==> src/hw/rtl/tbs_pkg.sv <==
// Shared types and constants for the tolerance binary search block.
// No dependencies; every other file in this folder imports it.
`timescale 1ns / 1ps

package tbs_pkg;

	// Fixed field widths of the words on the ports.
	localparam int DATA_W  = 32;
	localparam int IDX_W   = 10;
	localparam int RANGE_W = 11;
	// Internal signed position width: holds -1 up to 2**IDX_W.
	localparam int POS_W   = IDX_W + 2;

	// Action codes carried by a request word.
	localparam logic ACT_WRITE  = 1'b0;
	localparam logic ACT_SEARCH = 1'b1;

	// Reset value of the tolerance register.
	localparam logic [DATA_W-1:0] TOL_RESET = 32'd1;

	// Sequencer states.
	typedef enum logic [1:0] {
		ST_IDLE,
		ST_READ,
		ST_CMP,
		ST_DONE
	} state_t;

	// Status from the shared compare unit to the sequencer.
	typedef struct packed {
		logic match;    // |entry - key| < tolerance
		logic greater;  // entry > key
	} cmp_res_t;

endpackage

==> src/hw/rtl/tbs_cmp.sv <==
// Shared compare unit: exact 33-bit difference, magnitude against tolerance.
// Depends on tbs_pkg for widths and the result struct.
`timescale 1ns / 1ps

module tbs_cmp (
	input  logic signed [tbs_pkg::DATA_W-1:0] entry,
	input  logic signed [tbs_pkg::DATA_W-1:0] key,
	input  logic        [tbs_pkg::DATA_W-1:0] tolerance,
	output tbs_pkg::cmp_res_t                 res
);
	import tbs_pkg::*;

	logic signed [DATA_W:0] entry_x;
	logic signed [DATA_W:0] key_x;
	logic signed [DATA_W:0] diff;
	logic        [DATA_W:0] mag;

	assign entry_x = (DATA_W + 1)'(entry);
	assign key_x   = (DATA_W + 1)'(key);
	assign diff    = entry_x - key_x;
	// The negation of the most negative difference still fits as unsigned.
	assign mag     = diff[DATA_W] ? unsigned'(-diff) : unsigned'(diff);

	always_comb begin
		res.match   = mag < {1'b0, tolerance};
		res.greater = !diff[DATA_W] && (diff != '0);
	end

endmodule

==> config.mk <==
export PLATFORM = sky130hd
export DESIGN_NAME = tbs_cmp
export DESIGN_NICKNAME = d
export VERILOG_FILES = /design/src/hw/rtl/tbs_pkg.sv /design/src/hw/rtl/tbs_cmp.sv
export SDC_FILE = /design/constraint.sdc
export NUM_CORES = 1
export LEC_CHECK = 0
export ABC_AREA = 0
export CAP_MARGIN = 10
export CORE_MARGIN = 5
export CORE_UTILIZATION = 58
export DETAILED_ROUTE_END_ITERATION = 6
export DONT_BUFFER_PORTS = 1
export GPL_TIMING_DRIVEN = 0
export PLACE_DENSITY = 0.76
export SYNTH_ARGS = -nofsm -noshare
export SYNTH_HDL_FRONTEND = slang
export SYNTH_SLANG_ARGS = --single-unit
export TNS_END_PERCENT = 1
==> constraint.sdc <==
create_clock -name vclk -period 3.85
set_clock_uncertainty 0.1 [all_clocks]
set_input_delay 0 -clock vclk [all_inputs]
set_output_delay 0 -clock vclk [all_outputs]
set_load 0.02 [all_outputs]
==> results of run 1 <==
[layer usage]
layer	up-vias	wire, um	GRT usage (%)
met1	1803	4630	33.6
met4	0	89	2.61
li1	2002	-	-
met5	-	0	0
met2	144	4450	40.5
met3	9	515	1.11
[per-stage QoR]
stage	cell area (um2)	util [%]
3_3_place_gp	3800	63.4
5_1_grt	4090	68.3
6_report	4090	68.3
2_1_floorplan	3700	-
3_5_place_dp	3800	63.4
4_1_cts	4020	67.1
[cells by family after synthesis]
kind of cell	share of synthesized area [%]
compound gates	32.3
simple gates	22.8
buf+inv	9.60
fa+ha+maj	22.7
xor+xnor	11.6
mux	0.832
[where the power goes]
| part | switching (mW) | internal, mW |
|---|---|---|
| combinational | 0.559 | 0.412 |
| clock | 0 | 0 |
| sequential | 0 | 0 |
[worst min-delay path: cells and delay by family]
family,cells,cell delay (ns)
adder cells (fa/ha/maj),1,0.14
AO/OA/AOI/OAI,2,0.20
buffers and inverters,1,0.04
[area by class of cell]
class,instances,area (um2)
Fill cell,545,1900
Inverter,75,289
Timing Repair Buffer,16,120
Buffer,12,83.8
Multi-Input combinational cell,457,3500
Tap cell,75,93.8
[worst max-delay path by stage]
stage	from	end	slack, ns	cells after the start
2_1_floorplan	entry[0]	res[1]	-0.27	21
3_3_place_gp	key[15]	res[1]	-0.94	23
3_5_place_dp	key[10]	res[1]	-1.02	23
4_1_cts	entry[0]	res[1]	-0.54	24
5_1_grt	key[15]	res[1]	-0.89	24
6_report	entry[0]	res[1]	-0.65	21
[cells in the final DEF, fill, tap and decap left out, drive strengths merged, types with 14 or more instances in the layout]
cell type   n
ha         64
a21oi      59
o21ai      37
buf        24
a21o       14
xor2       25
nand2      45
xnor2      23
inv        75
nor2       38
[timing repair]
item                                   4_1_cts  5_1_grt
hold buffers                                 0        0
endpoints found under the hold margin        0        0
setup buffers                               12        4
pin swaps                                   22       13
setup endpoints to repair                    1        1
resized for setup                           30       11
==> metrics.md, run 1 <==
| Metric | Value |
|---|---|
| Status | `complete, but fails checks` |
| Failing checks | `negative setup slack` |
| Max Cap Viol | `0` |
| Top cells by count, synth | `75 x inv_1, 64 x ha_1, 58 x a21oi_1` |
| CORE AREA | `0.00599 mm2` |
| Die Ht | `88.9 um` |
| Final Max Tran Viols | `0` |
| Max_slew headroom | `42.5%` |
| Final total power | `971 uW` |
| Hold path startpoint | `tolerance[31]` |
| Inserted Diodes | `0` |
| Synth Net Count | `706` |
| Crit path top cell by count | `a21o_1` |
| Layout cell share with drive strength beyond 1 | `13.6%` |
| Initial antenna violation count | `0` |
| RSZ-0062 raised after global routing | `yes` |
| Leak pwr | `between 1.5 and 2 nW` |
| Starting DRT DRC Count | `193` |
| Rows | `28` |
| PwrDens | `around 240 mW/mm2` |
| Period utilisation layout | `117%` |
| Layout sequential cell count | `0` |
| Final HPWL DP | `7960 um` |
| Worst Setup Start Kind | `primary input` |
| Worst-path cell chain | `inv_8, ha_4, fa_2, nand2b_4, a21o_1, a21oi_2, mux2i_1, o2111ai_2, or4_4, nor3b_4, a31oi_1, xor2_1, ha_1, a21o_1, a21o_1, a21oi_2, nor2b_1, nand3_1, a221oi_2, o21bai_1, a41oi_2` |
| Grt ovf | `0` |
| DRC viols | `0` |
| Post-synth top area share | `22.2%` |
| Avg WL per Cell | `15.3 um` |
| Syn Area/Cell | `~6.6 um2` |
| I/O pins | `98` |
| Via count | `3,958` |
| Placer Congestion | `0.938` |
| Most frequent cell after synthesis | `inv_1` |
| Worst hold path type | `in -> out` |
| Largest stage delay on the critical path | `0.62 ns` |
| Worst Path Arrival | `4.40 ns` |
| Worst hold margin | `approximately 0.29 ns` |
| Final setup violation count | `1` |
| Crit path buffers/inverters | `1` |
| Post-Synthesis Cells | `545` |
| Post-DR vias/cell | `around 6.2` |
| CP delay by family, top | `compound AO/OA/AOI/OAI gates` |
| Register area share after synthesis | `0%` |
| Die area | `0.00790 mm2` |
| Vias in the first global route | `3,633` |
| Synth top area cells | `ha_1 22%, a21oi_1 8.0%, inv_1 7.8%, xor2_1 6.1%, xnor2_1 5.6%` |
| Largest net degree at the start of global routing | `11` |
| Synth area leader | `ha_1` |
| Final Non-Filler Cells | `~640` |
| I/O Buffers | `0` |
| Cell variety after synth | `59` |
| Fin crit period | `around 4.5 ns` |
| Register Area | `0 um2` |
| Pre-CTS setup slack | `-1.02 ns` |
| Ys Warns | `0` |
| Routed WL | `9690 um` |
| GR Util All Layers | `a little under a quarter` |
| Setup TNS | `-0.646 ns` |
| CP endpoint kind | `primary output` |
| Drt pass-1 iters | `5` |
| Clock buffer count | `0` |
| Worst hold endpoint | `res[1]` |
| Fin worst setup slack | `-0.646 ns` |
| Hold Fails Final Rpt | `0` |
| Fmax | `222 MHz` |
| Hold path depth | `4` |
| Post-Syn Area | `~0.0036 mm2` |
| Initial Utilization | `roughly three fifths` |
| DP Cell Count | `620` |
| Die width | `~89 um` |
| VDD IR max | `about 0.12 mV` |
| Worst EP required | `3.75 ns` |
| Worst slew pin tran | `around 0.84 ns` |
| First-pass GRT wire length | `about 16,000 um` |
| Layout Nets | `723` |
| Worst setup path class | `in -> out` |
| Antenna-violating nets left | `0` |
| Area delta synth->final | `13.3%` |
| CP Max Fanout | `4` |
| Slowest-stage cell, CP | `or4_4` |
(Power assumes the default switching activity.)
==> run 2: changes to the inputs <==
PLACE_DENSITY = 0.74   (was 0.76)
clock period = 5.3 ns   (was 3.85 ns; I/O delays follow)
==> run 2 against run 1 <==
The run now ends clean. Flip-flop and latch count is the same. Total power shrank 34%. Cell count shrank 2.4%. Clock-buffer cell count is the same. Largest power group unchanged. First-iteration DRC count shrank 27%. Via count shrank 4.2%. Critical path type unchanged. Highest routed layer unchanged. Wire length shrank 6.4%. Utilization shrank 5.7 points. Combinational power shrank 34%.
==> metrics.md, run 2 (synthesis gave the netlist of run 1 again) <==
| Metric | Value |
|---|---|
| Vias in the first global route | `3,511 (was 3,633)` |
| Hold path depth | `4 (unchanged)` |
| Max_slew headroom | `42.8% (was 42.5%)` |
| Worst EP required | `5.20 ns (was 3.75 ns)` |
| Fin worst setup slack | `0.343 ns (was -0.646 ns)` |
| Leak pwr | `1.78 nW (was 1.91 nW)` |
| Worst Path Arrival | `4.86 ns (was 4.40 ns)` |
| Commonest non-fill, non-tap cell in the layout | `inv_1 (unchanged)` |
| Routed WL | `9060 um (was 9690 um)` |
| Initial antenna violation count | `0 (unchanged)` |
| Placer Congestion | `0.916 (was 0.938)` |
| Starting DRT DRC Count | `141 (was 193)` |
| Final Max Tran Viols | `0 (unchanged)` |
| Hold-fix buffers, CTS | `0 (unchanged)` |
| I/O pins | `98 (unchanged)` |
| Die Ht | `88.9 um (unchanged)` |
| Rows | `28 (unchanged)` |
| Worst setup path class | `in -> out (unchanged)` |
| Die width | `88.9 um (unchanged)` |
| Hold Fails Final Rpt | `0 (unchanged)` |
| Antenna-violating nets left | `0 (unchanged)` |
| Final total power | `642 uW (was 971 uW)` |
| Die area | `0.00790 mm2 (unchanged)` |
| Fill cells | `581 (was 545)` |
| Grt ovf | `0 (unchanged)` |
| Period utilisation layout | `93.5%` |
| Worst slew pin tran | `0.836 ns (was 0.840 ns)` |
| CP Max Fanout | `4 (unchanged)` |
| CORE AREA | `0.00599 mm2 (unchanged)` |
| Footprint of the multi-input gates | `0.00331 mm2 (was 0.00350 mm2)` |
| Drt pass-1 iters | `5 (unchanged)` |
| DRC viols | `0 (unchanged)` |
| Final setup violation count | `0 (was 1)` |
| Avg WL per Cell | `14.6 um (was 15.3 um)` |
| Postcts setup bufs | `0 (was 12)` |
| Clock buffer count | `0 (unchanged)` |
| Fmax | `~200 MHz` |
| First-pass GRT wire length | `14,900 um (was 15,700 um)` |
| Register Area | `0 um2 (unchanged)` |
| Layout sequential cell count | `0 (unchanged)` |
| Status | `completed (was complete, but fails checks)` |
| PwrDens | `171 mW/mm2 (was 237 mW/mm2)` |
| Via count | `3,790 (was 3,958)` |
| VDD IR max | `0.0925 mV (was 0.119 mV)` |
| Area delta synth->final | `3.95% (was 13.3%)` |
| Setup TNS | `0 ns (was -0.646 ns)` |
| Largest net degree at the start of global routing | `11 (unchanged)` |
| Hold path startpoint | `tolerance[31] (unchanged)` |
| Post-DR vias/cell | `6.11 (was 6.23)` |
| Pre-CTS setup slack | `0.0979 ns (was -1.02 ns)` |
| Worst hold path type | `in -> out (unchanged)` |
| Final HPWL DP | `8010 um (was 7960 um)` |
| Worst Setup Start Kind | `primary input (unchanged)` |
| Most frequent cells in the layout | `75 x inv_1, 64 x ha_1, 57 x a21oi_1 (was 74 x inv_1, 63 x ha_1, 47 x a21oi_1)` |
| I/O Buffers | `0 (unchanged)` |
| Number of gates resized after CTS | `0 (was 30)` |
| Fin crit period | `4.96 ns` |
| Inserted Diodes | `0 (unchanged)` |
| Layout Nets | `708 (was 723)` |
| Max Cap Viol | `0 (unchanged)` |
| Initial Utilization | `60.3% (unchanged)` |
| Worst hold endpoint | `res[1] (unchanged)` |
| RSZ-0062 raised after global routing | `no (was yes)` |
| Final core occ | `62.6% (was 68.3%)` |
| Layout cell share with drive strength beyond 1 | `4.77% (was 13.6%)` |
| GR Util All Layers | `22.3% (was 23.6%)` |
| CP endpoint kind | `primary output (unchanged)` |
-- run 2: area by class of cell --
class                      instances  share of cell area (%)
buffer                            13                    1.77
tap                               75                    2.50
multi-input combinational        457                    88.2
inverter                          75                    7.50
-- run 2: worst max-delay path, stage by stage --
cell and delay (ns):
inv_1 0.02, ha_1 0.21, fa_1 0.40, nand2b_1 0.22, a21o_1 0.18, a21oi_1 0.22
mux2i_1 0.22, o2111ai_1 0.27, or4_1 0.67, nor2_2 0.24, a21oi_1 0.11, xnor2_1 0.22
ha_1 0.28, a21o_1 0.16, a21o_1 0.17, a21oi_1 0.15, o211ai_1 0.12, a22oi_1 0.19
nand3_1 0.09, a221oi_1 0.24, o21bai_1 0.12, a41oi_2 0.34
-- run 2: worst max-delay path by stage --
stage          depth (start not counted)      to  slack (ns)  startpoint
5_1_grt                               22  res[1]        0.05    entry[0]
4_1_cts                               22  res[1]        0.07    entry[0]
3_3_place_gp                          22  res[1]        0.14    entry[0]
6_report                              22  res[1]        0.34    entry[0]
2_1_floorplan                         22  res[1]        0.85    entry[0]
3_5_place_dp                          22  res[1]         0.1    entry[0]
-- run 2: through the flow --
step                instances  area [um2]  hold slack, ns
floorplan                 545        3610           0.244
global placement          620        3700           0.304
detailed placement        620        3700           0.311
CTS                       620        3700           0.315
global route              620        3750           0.359
finish                    620        3750           0.303
-- run 2: power by group --
group	total [mW]	internal, mW	leakage [nW]	switching (mW)
registers	0	0	0	0
logic	0.642	0.267	1.78	0.375
clock network	0	0	0	0
-- run 2: layer usage --
| metal | vias to the layer above | wire length (um) | track usage [%] |
|---|---|---|---|
| met3 | 10 | 349 | 1.11 |
| met1 | 1687 | 4670 | 32.0 |
| met4 | 0 | 122 | 3.02 |
| met5 | - | 0 | 0 |
| met2 | 114 | 3920 | 37.7 |
| li1 | 1979 | - | - |
