### config.mk
export PLATFORM = sky130hd
export DESIGN_NAME = tbs_ctrl
export DESIGN_NICKNAME = d
export VERILOG_FILES = /design/src/hw/rtl/tbs_pkg.sv /design/src/hw/rtl/tbs_ctrl.sv
export SDC_FILE = /design/constraint.sdc
export NUM_CORES = 1
export LEC_CHECK = 0
export BUFFER_PORTS_ARGS = -buffer_cell sky130_fd_sc_hd__buf_2
export CAP_MARGIN = 25
export CORE_MARGIN = 2
export CORE_UTILIZATION = 48
export CTS_CLUSTER_SIZE = 20
export DETAILED_ROUTE_END_ITERATION = 7
export GPL_TIMING_DRIVEN = 0
export HOLD_SLACK_MARGIN = 0.08
export PLACE_DENSITY_LB_ADDON = 0.3
export SLEW_MARGIN = 25
export SYNTH_ARGS = -nofsm -noshare
export SYNTH_HDL_FRONTEND = slang
export SYNTH_SLANG_ARGS = --single-unit
### constraint.sdc
create_clock -name clk -period 3.6 [get_ports clk]
set_input_delay 0.54 -clock clk [delete_from_list [all_inputs] [get_ports clk]]
set_output_delay 0.54 -clock clk [all_outputs]
set_load 0.005 [all_outputs]
### src/hw/rtl/tbs_pkg.sv
// Shared types and constants for the tolerance binary search block.
// No dependencies; every other file in this folder imports it.
`timescale 1ns / 1ps

package tbs_pkg;

	// Fixed field widths of the words on the ports.
	localparam int DATA_W  = 32;
	localparam int IDX_W   = 10;
	localparam int RANGE_W = 11;
	// Internal signed position width: holds -1 up to 2**IDX_W.
	localparam int POS_W   = IDX_W + 2;

	// Action codes carried by a request word.
	localparam logic ACT_WRITE  = 1'b0;
	localparam logic ACT_SEARCH = 1'b1;

	// Reset value of the tolerance register.
	localparam logic [DATA_W-1:0] TOL_RESET = 32'd1;

	// Sequencer states.
	typedef enum logic [1:0] {
		ST_IDLE,
		ST_READ,
		ST_CMP,
		ST_DONE
	} state_t;

	// Status from the shared compare unit to the sequencer.
	typedef struct packed {
		logic match;    // |entry - key| < tolerance
		logic greater;  // entry > key
	} cmp_res_t;

endpackage

### src/hw/rtl/tbs_ctrl.sv
// Search sequencer: holds the range, drives table reads, owns the result register.
// Depends on tbs_pkg for the state type, codes and compare status.
`timescale 1ns / 1ps

module tbs_ctrl #(
	parameter int TABLE_DEPTH = 1024
) (
	input  logic                                clk,
	input  logic                                arst_n,
	input  logic                                req_valid,
	output logic                                req_stall,
	input  logic                                action,
	input  logic signed [tbs_pkg::DATA_W-1:0]   data_value,
	input  logic        [tbs_pkg::IDX_W-1:0]    range_low,
	input  logic signed [tbs_pkg::RANGE_W-1:0]  range_high,
	output logic                                rsp_valid,
	input  logic                                rsp_stall,
	output logic                                found,
	output logic        [tbs_pkg::IDX_W-1:0]    position,
	input  tbs_pkg::cmp_res_t                   cmp,
	output logic signed [tbs_pkg::DATA_W-1:0]   key,
	output logic                                rd_en,
	output logic        [tbs_pkg::IDX_W-1:0]    rd_pos
);
	import tbs_pkg::*;

	localparam int IDX_MAX = (2 ** IDX_W) - 1;
	localparam int HI_MAX  = (TABLE_DEPTH - 1 < IDX_MAX) ? TABLE_DEPTH - 1 : IDX_MAX;
	localparam logic signed [POS_W-1:0] HI_MAX_P = POS_W'(HI_MAX);
	localparam logic signed [POS_W-1:0] ONE_P    = POS_W'(1);

	state_t state_q, state_d;

	logic signed [POS_W-1:0]  lo_q, hi_q, mid_q;
	logic signed [POS_W-1:0]  hi_ext, hi_sat, span, mid_calc;
	logic signed [DATA_W-1:0] key_q;
	logic                     res_found_q;
	logic [IDX_W-1:0]         res_pos_q;
	logic                     rsp_valid_q, found_q;
	logic [IDX_W-1:0]         position_q;
	logic                     accept, empty, slot_free;

	assign req_stall = (state_q != ST_IDLE);
	assign accept    = req_valid && !req_stall;
	assign slot_free = !rsp_valid_q || !rsp_stall;

	assign hi_ext   = POS_W'(range_high);
	assign hi_sat   = (hi_ext > HI_MAX_P) ? HI_MAX_P : hi_ext;
	assign empty    = hi_q < lo_q;
	assign span     = hi_q - lo_q;
	assign mid_calc = lo_q + (span >>> 1);

	always_ff @(posedge clk or negedge arst_n) begin
		if (!arst_n) begin
			state_q <= ST_IDLE;
		end else begin
			state_q <= state_d;
		end
	end

	always_comb begin
		state_d = state_q;
		rd_en   = 1'b0;
		unique case (state_q)
			ST_IDLE: begin
				if (accept && action == ACT_SEARCH) begin
					state_d = ST_READ;
				end
			end
			ST_READ: begin
				if (empty) begin
					state_d = ST_DONE;
				end else begin
					rd_en   = 1'b1;
					state_d = ST_CMP;
				end
			end
			ST_CMP: begin
				state_d = cmp.match ? ST_DONE : ST_READ;
			end
			ST_DONE: begin
				if (slot_free) begin
					state_d = ST_IDLE;
				end
			end
			default: state_d = ST_IDLE;
		endcase
	end

	// Range and key registers.
	always_ff @(posedge clk) begin
		if (state_q == ST_IDLE && accept && action == ACT_SEARCH) begin
			key_q       <= data_value;
			lo_q        <= signed'({2'b00, range_low});
			hi_q        <= hi_sat;
			res_found_q <= 1'b0;
			res_pos_q   <= '0;
		end else if (state_q == ST_READ && !empty) begin
			mid_q <= mid_calc;
		end else if (state_q == ST_CMP) begin
			if (cmp.match) begin
				res_found_q <= 1'b1;
				res_pos_q   <= mid_q[IDX_W-1:0];
			end else if (cmp.greater) begin
				hi_q <= mid_q - ONE_P;
			end else begin
				lo_q <= mid_q + ONE_P;
			end
		end
	end

	// Output register.
	always_ff @(posedge clk or negedge arst_n) begin
		if (!arst_n) begin
			rsp_valid_q <= 1'b0;
		end else if (state_q == ST_DONE && slot_free) begin
			rsp_valid_q <= 1'b1;
		end else if (!rsp_stall) begin
			rsp_valid_q <= 1'b0;
		end
	end

	always_ff @(posedge clk) begin
		if (state_q == ST_DONE && slot_free) begin
			found_q    <= res_found_q;
			position_q <= res_pos_q;
		end
	end

	assign rsp_valid = rsp_valid_q;
	assign found     = found_q;
	assign position  = position_q;
	assign key       = key_q;
	assign rd_pos    = mid_calc[IDX_W-1:0];

endmodule

==> impl_metrics.yaml, run 1 <==
die:
  ios: 116
  rows: 35
  die_width_microns: 102
  core_area_sq_um: 9330
  start_util_pct: 49.9
  die_h_microns: 102
  dieArea_sq_um: 10500
outcome:
  violations: "setup timing"
  outcome: "complete, but fails checks"
timing:
  fin_crit_sh_pct: 107
  final_hold_viol_count: 0
  setup_slack_ns: -0.255
  setup_violations: 3
  max_freq_mhz: 259
  whs_ns: 0.340
  finClkSkew_ns: 0.0114
  finalCriticalPeriod_ns: 3.86
  tightest_slew_ns: 0.704
  relSlewSlack_pct: 53.0
  rsz0062_at_grt: "yes"
  slew_violations: 0
min_path:
  hp-class: "in -> reg"
cells_and_area:
  final_area_sq_um: 6050
  syn_to_final_growth_pct: 30.0
  diodes: 0
  final_net_count: 648
  final_cells: 695
  fin_util_pct: 64.9
  drive_above_1_share_pct: 38.2
flow_run:
  maxCapViolCount: 0
synth:
  synth_edf_count: 77
  synth-seq-area-share_pct: 56.9
  yosysUniqueCellTypes: 46
  yosysWarnings: 0
  synth_area_per_cell_sq_um: 11.4
  ys_seq_elements: 93
  postSynthCellCount: 407
  synthFlopType: "edfxtp_1"
  synth.net_count: 494
  async_flop_share_pct: 3.23
  syn_area_sq_um: 4660
detailed_routing:
  totalWireLength_microns: 10800
  drc: 0
  dr.pass1.iters: 5
  detail_route.iter0.violations: 251
  viasPerCell: 5.11
  vias: 3551
  final_antenna_net_count: 0
  wl_per_cell_microns: 15.5
worst_setup_path:
  cp_data_arrival_time_ns: 3.32
  cp-startpoint: "hi_q[0]"
  start_kind: "register"
  slowest_stage: "or4_4"
  crit_end: "rd_pos[9]"
  critPathMaxStageDelay_ns: 0.55
  reg2reg_to: "mid_q[10]"
  critical_path.max_fanout: 3
  r2r-start: "lo_q[0]"
  critical_path_class: "reg -> out"
  worstRegToRegCells: 16
  r2r_slack_ns: 0.11
  cp_cell_sequence: "nand2b_4 -> buf_4 -> buf_4 -> a2111oi_4 -> a21oi_2 -> a21oi_2 -> xnor2_1 -> ha_2 -> or4_4 -> a31oi_4 -> o21ai_2 -> xor2_1 -> buf_2"
  worst_setup_path_end_kind: "output pin"
  crit_required_ns: 3.06
pwr:
  fin_total_pwr_mw: 6.48
  power_leakage_nw: 2.51
  vdd_drop_max_v: 0.000486
  power_density_nw_per_um2: 1070
placed_design:
  place_congestion: 0.821
  dp_cells: 653
  io_buffers: 115
  dpl-instance-area_sq_um: 5440
  dp_hpwl_microns: 7730
cts:
  cts_tree: "built"
  cts_buffer_depth: 2
  cts_num_sinks: 93
  clkTransAtPathRegs_ns: 0.10
  root_buffer: "clkbuf_8"
  clock_latency_ns: 0.37
  numCtsBuffers: 9
  h-tree-depth: 3
global_route:
  grt_pass1_wl_microns: 17100
  grt_max_degree: 33
  grt_usage_pct: 21.6
  grt_pass1_vias: 3531
  grt.overflow.total: 0
  antenna_found_initial: 0
## layer usage
metal,vias to the layer above,part of all wire [%],GRT usage [%]
met5,-,0,0
met4,0,1.7,6.77
met3,14,7.1,6.57
met2,128,50,36.3
met1,1660,42,26.9
li1,1749,-,-
## cell usage after synthesis, types with 2 or more instances
master / count / share of area [%]
dfrtp_1: 3 / 1.6
a211oi_1: 7 / 1.1
dfxtp_1: 13 / 5.6
a31oi_1: 2 / 0.27
clkbuf_1: 12 / 0.97
o21ai_0: 25 / 2.7
xor2_1: 11 / 2.1
edfxtp_1: 77 / 50
mux2i_1: 8 / 1.7
xnor2_1: 24 / 4.5
nand2b_1: 4 / 0.54
o21a_1: 3 / 0.48
nor2_1: 40 / 3.2
inv_1: 22 / 1.8
nor4_1: 2 / 0.27
nand4_1: 4 / 0.54
nor3_1: 11 / 1.2
buf_4: 10 / 1.6
or4_1: 3 / 0.48
ha_1: 25 / 6.7
nand3_1: 7 / 0.75
nand3b_1: 3 / 0.48
fa_1: 2 / 0.86
a21o_1: 4 / 0.65
nand2_1: 43 / 3.5
a21oi_1: 22 / 2.4
## flip-flops by register name, summed over array words and instances, names as in the netlist
| register | count |
|---|---|
| found | 1 |
| hi_q | 12 |
| key | 32 |
| lo_q | 12 |
| mid_q | 12 |
| position | 10 |
| res_found_q | 1 |
| res_pos_q | 10 |
| rsp_valid | 1 |
| state_q | 2 |
## where the power goes
part,switching (mW),internal (mW)
registers,0.174,1.68
logic,1.97,1.97
clock network,0.411,0.269
total,2.56,3.92
## stage by stage
step	setup TNS (ns)	setup slack (ns)
after floorplan	0	0.128
after CTS	-0.973	-0.332
after global routing	-1.58	-0.445
after detailed placement	-0.685	-0.329
after global placement	-3.77	-0.280
final	-0.727	-0.255
## logic make-up after synthesis
group | after synthesis | share of synthesized area, %
compound gates | 73 | 9.92
flops | 93 | 56.9
simple gates | 124 | 12.3
xor+xnor | 36 | 7.07
fa+ha+maj | 27 | 7.58
mux | 8 | 1.72
buf+inv | 46 | 4.54
## cell type report
class,count,area [sq um]
Sequential cell,93,2650
Tap cell,129,161
Fill cell,715,3270
Clock buffer,9,124
Multi-Input combinational cell,268,2040
Timing Repair Buffer,148,846
Inverter,22,82.6
Buffer,19,92.6
Clock inverter,7,61.3
## layout by cell type, fill, tap and decap left out, types with 4 or more instances in the layout
master and instances:
ha_1 18, inv_1 18, dfxtp_1 13, o21ai_0 20
ha_4 4, nor3_1 11, xnor2_1 20, inv_2 4
nand2_1 40, inv_6 4, nor2_1 37, a21oi_1 16
a21o_1 4, buf_2 116, clkbuf_8 9, mux2i_1 8
a21oi_2 5, nand3_1 7, clkbuf_1 11, xor2_1 11
o21ai_2 4, edfxtp_1 77, nand4_1 4, a211oi_1 5
nand2b_1 4, buf_4 34
## worst min path at each step
stage / cells after the start / to / start / slack, ns
after detailed placement: 1 / rsp_valid / arst_n / 0.35
final: 1 / key[18] / data_value[18] / 0.34
after floorplan: 0 / rsp_valid / arst_n / 0.24
after global routing: 1 / key[4] / data_value[4] / 0.32
after CTS: 1 / key[30] / data_value[30] / 0.33
after global placement: 1 / rsp_valid / arst_n / 0.34
## timing repair
action	CTS	global route
buffers inserted	21	10
setup endpoints to repair	5	10
hold endpoints to repair	3	0
resized for setup	34	19
hold buffers	1	0
pin swaps	23	24
cloned	0	0
## worst max-delay path: cells and delay by family, from the launching register on
family / cells / cell delay, ns
AOI/OAI and AO/OA: 5 / 0.96
and+or+nand+nor: 2 / 0.71
buffers and inverters: 3 / 0.42
DFF: 1 / 0.40
xor gates and xnor gates: 2 / 0.29
adders and majority gates: 1 / 0.19
Note: power is estimated with default switching activity, not from simulation.
==> run 2: changes to the inputs <==
==> constraint.sdc (replaced) <==
create_clock -name clk -period 3.6 [get_ports clk]
set_input_delay 0.72 -clock clk [delete_from_list [all_inputs] [get_ports clk]]
set_output_delay 0.72 -clock clk [all_outputs]
set_load 0.005 [all_outputs]
==> run 2 against run 1 <==
The run still ends with setup timing left. Global-route usage decreased by 0.68 points. Register-to-register slack worse by 0.13 ns. Routed wire length is 0.36% higher. Clock power is 21% higher. Critical path type unchanged. Highest routed layer is now met5.
==> impl_metrics.yaml, run 2 (same netlist as run 1, synthesis figures left out) <==
global_route:
  met3_usage_pct: 5.68
  grt_pass1_wl_microns: 16600
  antenna_found_initial: 1
  grt_pass1_vias: 3566
  grt_max_degree: 33
  busiest_layer: "met2"
  grt_util_met1_pct: 25.6
  grt_usage_pct: 20.9
  grt.overflow.total: 0
  grt.met2_usage_pct: 34.8
pwr:
  power_leakage_nw: 2.55
  p_int_mw: 4.34
  power.switching_mw: 2.72
  vdd_drop_max_v: 0.000565
  p_comb_share_pct: 62.2
  switching_share_pct: 38.5
  power_density_nw_per_um2: 1150
  fin_total_pwr_mw: 7.06
  clkPwrFrac_pct: 11.6
  seqPwrFrac_pct: 26.1
flow_run:
  maxCapViolCount: 0
timing:
  rsz0062_at_grt: "yes"
  slew_violations: 0
  setup_slack_ns: -0.506
  finalCriticalPeriod_ns: 4.11
  final_hold_viol_count: 0
  finClkSkew_ns: 0.0127
  setup_tns_ns: -2.11
  relSlewSlack_pct: 50.2
  fin_crit_sh_pct: 114
  max_freq_mhz: 244
  whs_ns: 0.139
  tightest_slew_ns: 0.745
  setup_violations: 7
worst_setup_path:
  critical_path.max_fanout: 4
  crit_required_ns: 2.88
  r2r_slack_ns: -0.02
  worst_setup_path_end_kind: "output pin"
  reg2reg_to: "mid_q[10]"
  critical_path_class: "reg -> out"
  cp_data_arrival_time_ns: 3.39
  start_kind: "register"
  r2r-start: "lo_q[1]"
  worstRegToRegCells: 14
detailed_routing:
  viasPerCell: 5.15
  wl_per_cell_microns: 15.6
  dr.pass1.iters: 4
  drc: 0
  totalWireLength_microns: 10800
  detail_route.iter0.violations: 198
  vias: 3579
  final_antenna_net_count: 0
cells_and_area:
  fin_util_pct: 65.7
  final_net_count: 648
  largest_reg_flops: 32
  drive_above_1_share_pct: 39.0
  final_cell_mix: "buf_2, edfxtp_1, nand2_1"
  final_area_sq_um: 6130
  layout_commonest_cell: "buf_2"
  syn_to_final_growth_pct: 31.7
  final_cells: 695
  diodes: 0
cts:
  clkTransAtPathRegs_ns: 0.09
  numCtsBuffers: 9
  cts_buffer_depth: 2
  root_buffer: "clkbuf_8"
  cts_tree: "built"
  cts_num_sinks: 93
  clock_latency_ns: 0.35
  h-tree-depth: 3
placed_design:
  place_congestion: 0.914
  dp_cells: 652
  dp_hpwl_microns: 7780
  io_buffers: 115
  dpl-instance-area_sq_um: 5440
  pre_cts_slack_ns: -0.594
die:
  dieArea_sq_um: 10500
  ios: 116
  core_area_sq_um: 9330
  die_width_microns: 102
  start_util_pct: 49.9
  die_h_microns: 102
  rows: 35
outcome:
  violations: "setup timing"
  outcome: "complete, but fails checks"
min_path:
  hp-class: "in -> async"
==> run 2: how the worst max path moves through the flow <==
stage | from | to
final | lo_q[1] | rd_pos[8]
after floorplan | lo_q[0] | rd_pos[9]
after global placement | lo_q[2] | rd_pos[9]
after detailed placement | lo_q[0] | rd_pos[9]
after CTS | lo_q[0] | rd_pos[9]
after global routing | lo_q[1] | rd_pos[8]
==> run 2: layer usage <==
layer / up-vias / wire length [microns]
met4: 2 / 215
met3: 23 / 817
met5: - / 13
met1: 1670 / 4340
li1: 1750 / -
met2: 134 / 5450
==> run 2: final cells by class <==
| class | instances | area [sq um] |
|---|---|---|
| inverter | 22 | 82.6 |
| clock buffer | 9 | 124 |
| sequential | 93 | 2650 |
| tap | 129 | 161 |
| multi-input combinational | 268 | 2060 |
| clock inverter | 7 | 121 |
| buffer | 18 | 85.1 |
| fill | 719 | 3200 |
| timing repair buffer | 149 | 855 |
==> run 2: critical path: stages, from the launching register on <==
cell	delay, ns
edfxtp_1	0.48
inv_2	0.13
ha_4	0.22
a2111oi_4	0.33
a21oi_1	0.10
a21oi_1	0.18
xnor2_1	0.17
ha_2	0.37
nand2_2	0.10
o21ai_2	0.07
or4_4	0.51
nand2_4	0.11
xnor2_4	0.11
buf_2	0.13
==> run 2: repair_timing <==
item	in CTS	in global routing
hold endpoints to repair	0	0
pin swaps	26	16
hold buffers	0	0
gates resized for setup	35	23
endpoints found under the setup margin	7	10
buffers inserted	32	5
==> run 2: power by group through the flow <==
stage	clock network (mW)	registers, mW	logic [mW]
2_1_floorplan	0	1.83	2.23
3_3_place_gp	0	1.85	3.07
3_5_place_dp	0	1.86	3.16
4_1_cts	0.834	1.84	3.93
5_1_grt	0.869	1.88	4.76
6_report	0.820	1.85	4.40
==> run 3: changes to the inputs <==
--- a/config.mk
+++ b/config.mk
@@ -8,7 +8,7 @@
 export BUFFER_PORTS_ARGS = -buffer_cell sky130_fd_sc_hd__buf_2
 export CAP_MARGIN = 25
 export CORE_MARGIN = 2
-export CORE_UTILIZATION = 48
+export CORE_UTILIZATION = 45
 export CTS_CLUSTER_SIZE = 20
 export DETAILED_ROUTE_END_ITERATION = 7
 export GPL_TIMING_DRIVEN = 0
==> run 3 against run 2 <==
The flow still finishes with violations (setup timing). Highest routed layer is now met4. Worst setup slack better by 0.021 ns. Count of clock-buffer cells in the layout unchanged. Routed wire length up 2.1%. Core utilization down 7.3 points. Global-route usage down 1.0 points. Sequential cell count unchanged.
==> impl_metrics.yaml, run 3 (same netlist as run 1, synthesis figures left out) <==
outcome:
  outcome: "complete, but fails checks"
  violations: "setup timing"
die:
  die_width_microns: 106
  rows: 37
  core_area_sq_um: 10200
  dieArea_sq_um: 11200
  die_h_microns: 106
  ios: 116
  start_util_pct: 45.7
cts:
  clkTransAtPathRegs_ns: 0.10
  cts_num_sinks: 93
  holdBufCountCts: 0
  cts_tree: "built"
  numCtsBuffers: 9
  cts_buffer_depth: 2
  clock_latency_ns: 0.37
  h-tree-depth: 3
  root_buffer: "clkbuf_8"
pwr:
  power_leakage_nw: 2.47
  power_density_nw_per_um2: 1040
  vdd_drop_max_v: 0.000422
detailed_routing:
  wl_per_cell_microns: 16.0
  final_antenna_net_count: 0
  viasPerCell: 5.17
  drc: 0
  totalWireLength_microns: 11100
  detail_route.iter0.violations: 169
  vias: 3569
  dr.pass1.iters: 4
cells_and_area:
  layout_commonest_cell: "buf_2"
  n_fill_cell: 875
  syn_to_final_growth_pct: 27.8
  final_area_sq_um: 5950
  final_net_count: 636
  largest_reg_flops: 32
  drive_above_1_share_pct: 35.9
  fin_util_pct: 58.4
  final_cell_mix: "buf_2, edfxtp_1, nand2_1"
  diodes: 0
min_path:
  hp-class: "in -> async"
timing:
  setup_violations: 5
  tightest_slew_ns: 0.745
  fin_crit_sh_pct: 113
  whs_ns: 0.140
  relSlewSlack_pct: 50.4
  rsz0062_at_grt: "yes"
  slew_violations: 0
  finClkSkew_ns: 0.0152
  max_freq_mhz: 245
  setup_slack_ns: -0.485
  finalCriticalPeriod_ns: 4.08
  final_hold_viol_count: 0
global_route:
  grt.overflow.total: 0
  grt_usage_pct: 19.9
  antenna_found_initial: 0
  grt_max_degree: 28
  grt_pass1_wl_microns: 17300
  grt_pass1_vias: 3595
worst_setup_path:
  critical_path.max_fanout: 3
  start_kind: "register"
  critical_path_class: "reg -> out"
  cp_data_arrival_time_ns: 3.36
  crit_required_ns: 2.88
  worst_setup_path_end_kind: "output pin"
flow_run:
  maxCapViolCount: 0
placed_design:
  dpl-instance-area_sq_um: 5470
  io_buffers: 115
  place_congestion: 0.900
  pre_cts_slack_ns: -0.483
  dp_hpwl_microns: 8060
## run 3: worst max-delay path: stages (launching register included)
cell	delay, ns
edfxtp_1	0.45
nand2b_4	0.10
inv_2	0.04
fa_2	0.35
buf_4	0.16
xnor2_2	0.22
ha_1	0.30
a211oi_2	0.22
nor2_2	0.09
or4_4	0.44
a31oi_4	0.22
o21ai_2	0.08
xor2_1	0.19
buf_2	0.14
## run 3: per-layer routing
metal  routed length, microns  global-route usage, %  vias to the layer above
met5                        0                      0                        -
met3                      662                   5.44                       19
met1                     4580                   24.7                     1707
li1                         -                      -                     1734
met4                      226                   6.58                        0
met2                     5600                   33.6                      109
## run 3: layout make-up
class	instances	area, sq um	share of cell area, %
flip-flops and latches	93	2650	44.5
clock inverters	7	91.3	1.53
repair buffers	137	768	12.9
multi-input cells	268	1980	33.3
plain buffers	18	85.1	1.43
well taps	136	170	2.86
inverters	22	82.6	1.39
clock buffers	9	124	2.08
## run 3: through the flow
stage	setup TNS [ns]	power (mW)	cells
floorplan	-0.0139	4.06	407
global placement	-5.51	4.85	658
detailed placement	-1.17	4.98	660
CTS	-1.69	5.99	684
global route	-2.68	6.65	690
finish	-1.48	6.18	690
## run 3: report_power, final
part / total, mW / internal, mW / switching (mW) / leakage, nW
sequential: 1.85 / 1.68 / 0.175 / 0.852
clock: 0.754 / 0.341 / 0.414 / 0.111
combinational: 3.57 / 1.72 / 1.85 / 1.51
total: 6.18 / 3.74 / 2.44 / 2.47
## run 3: worst paths after layout
| kind | cells past startpoint | start | endpoint | slack [ns] |
|---|---|---|---|---|
| min reg2reg | 0 | res_found_q | found | 0.43 |
| min in group clk | 0 | res_found_q | found | 0.43 |
| max in group asynchronous | 1 | arst_n | state_q[0] | 3.36 |
| max reg2reg | 14 | hi_q[1] | mid_q[10] | 0.12 |
| min | 1 | arst_n | rsp_valid | 0.14 |
| max | 13 | lo_q[0] | rd_pos[9] | -0.48 |
## run 3: repair_timing
action / CTS / global route
pin swaps: 16 / 20
gates resized for setup: 28 / 14
setup endpoints to repair: 8 / 10
buffers inserted: 14 / 6
hold endpoints to repair: 0 / 0
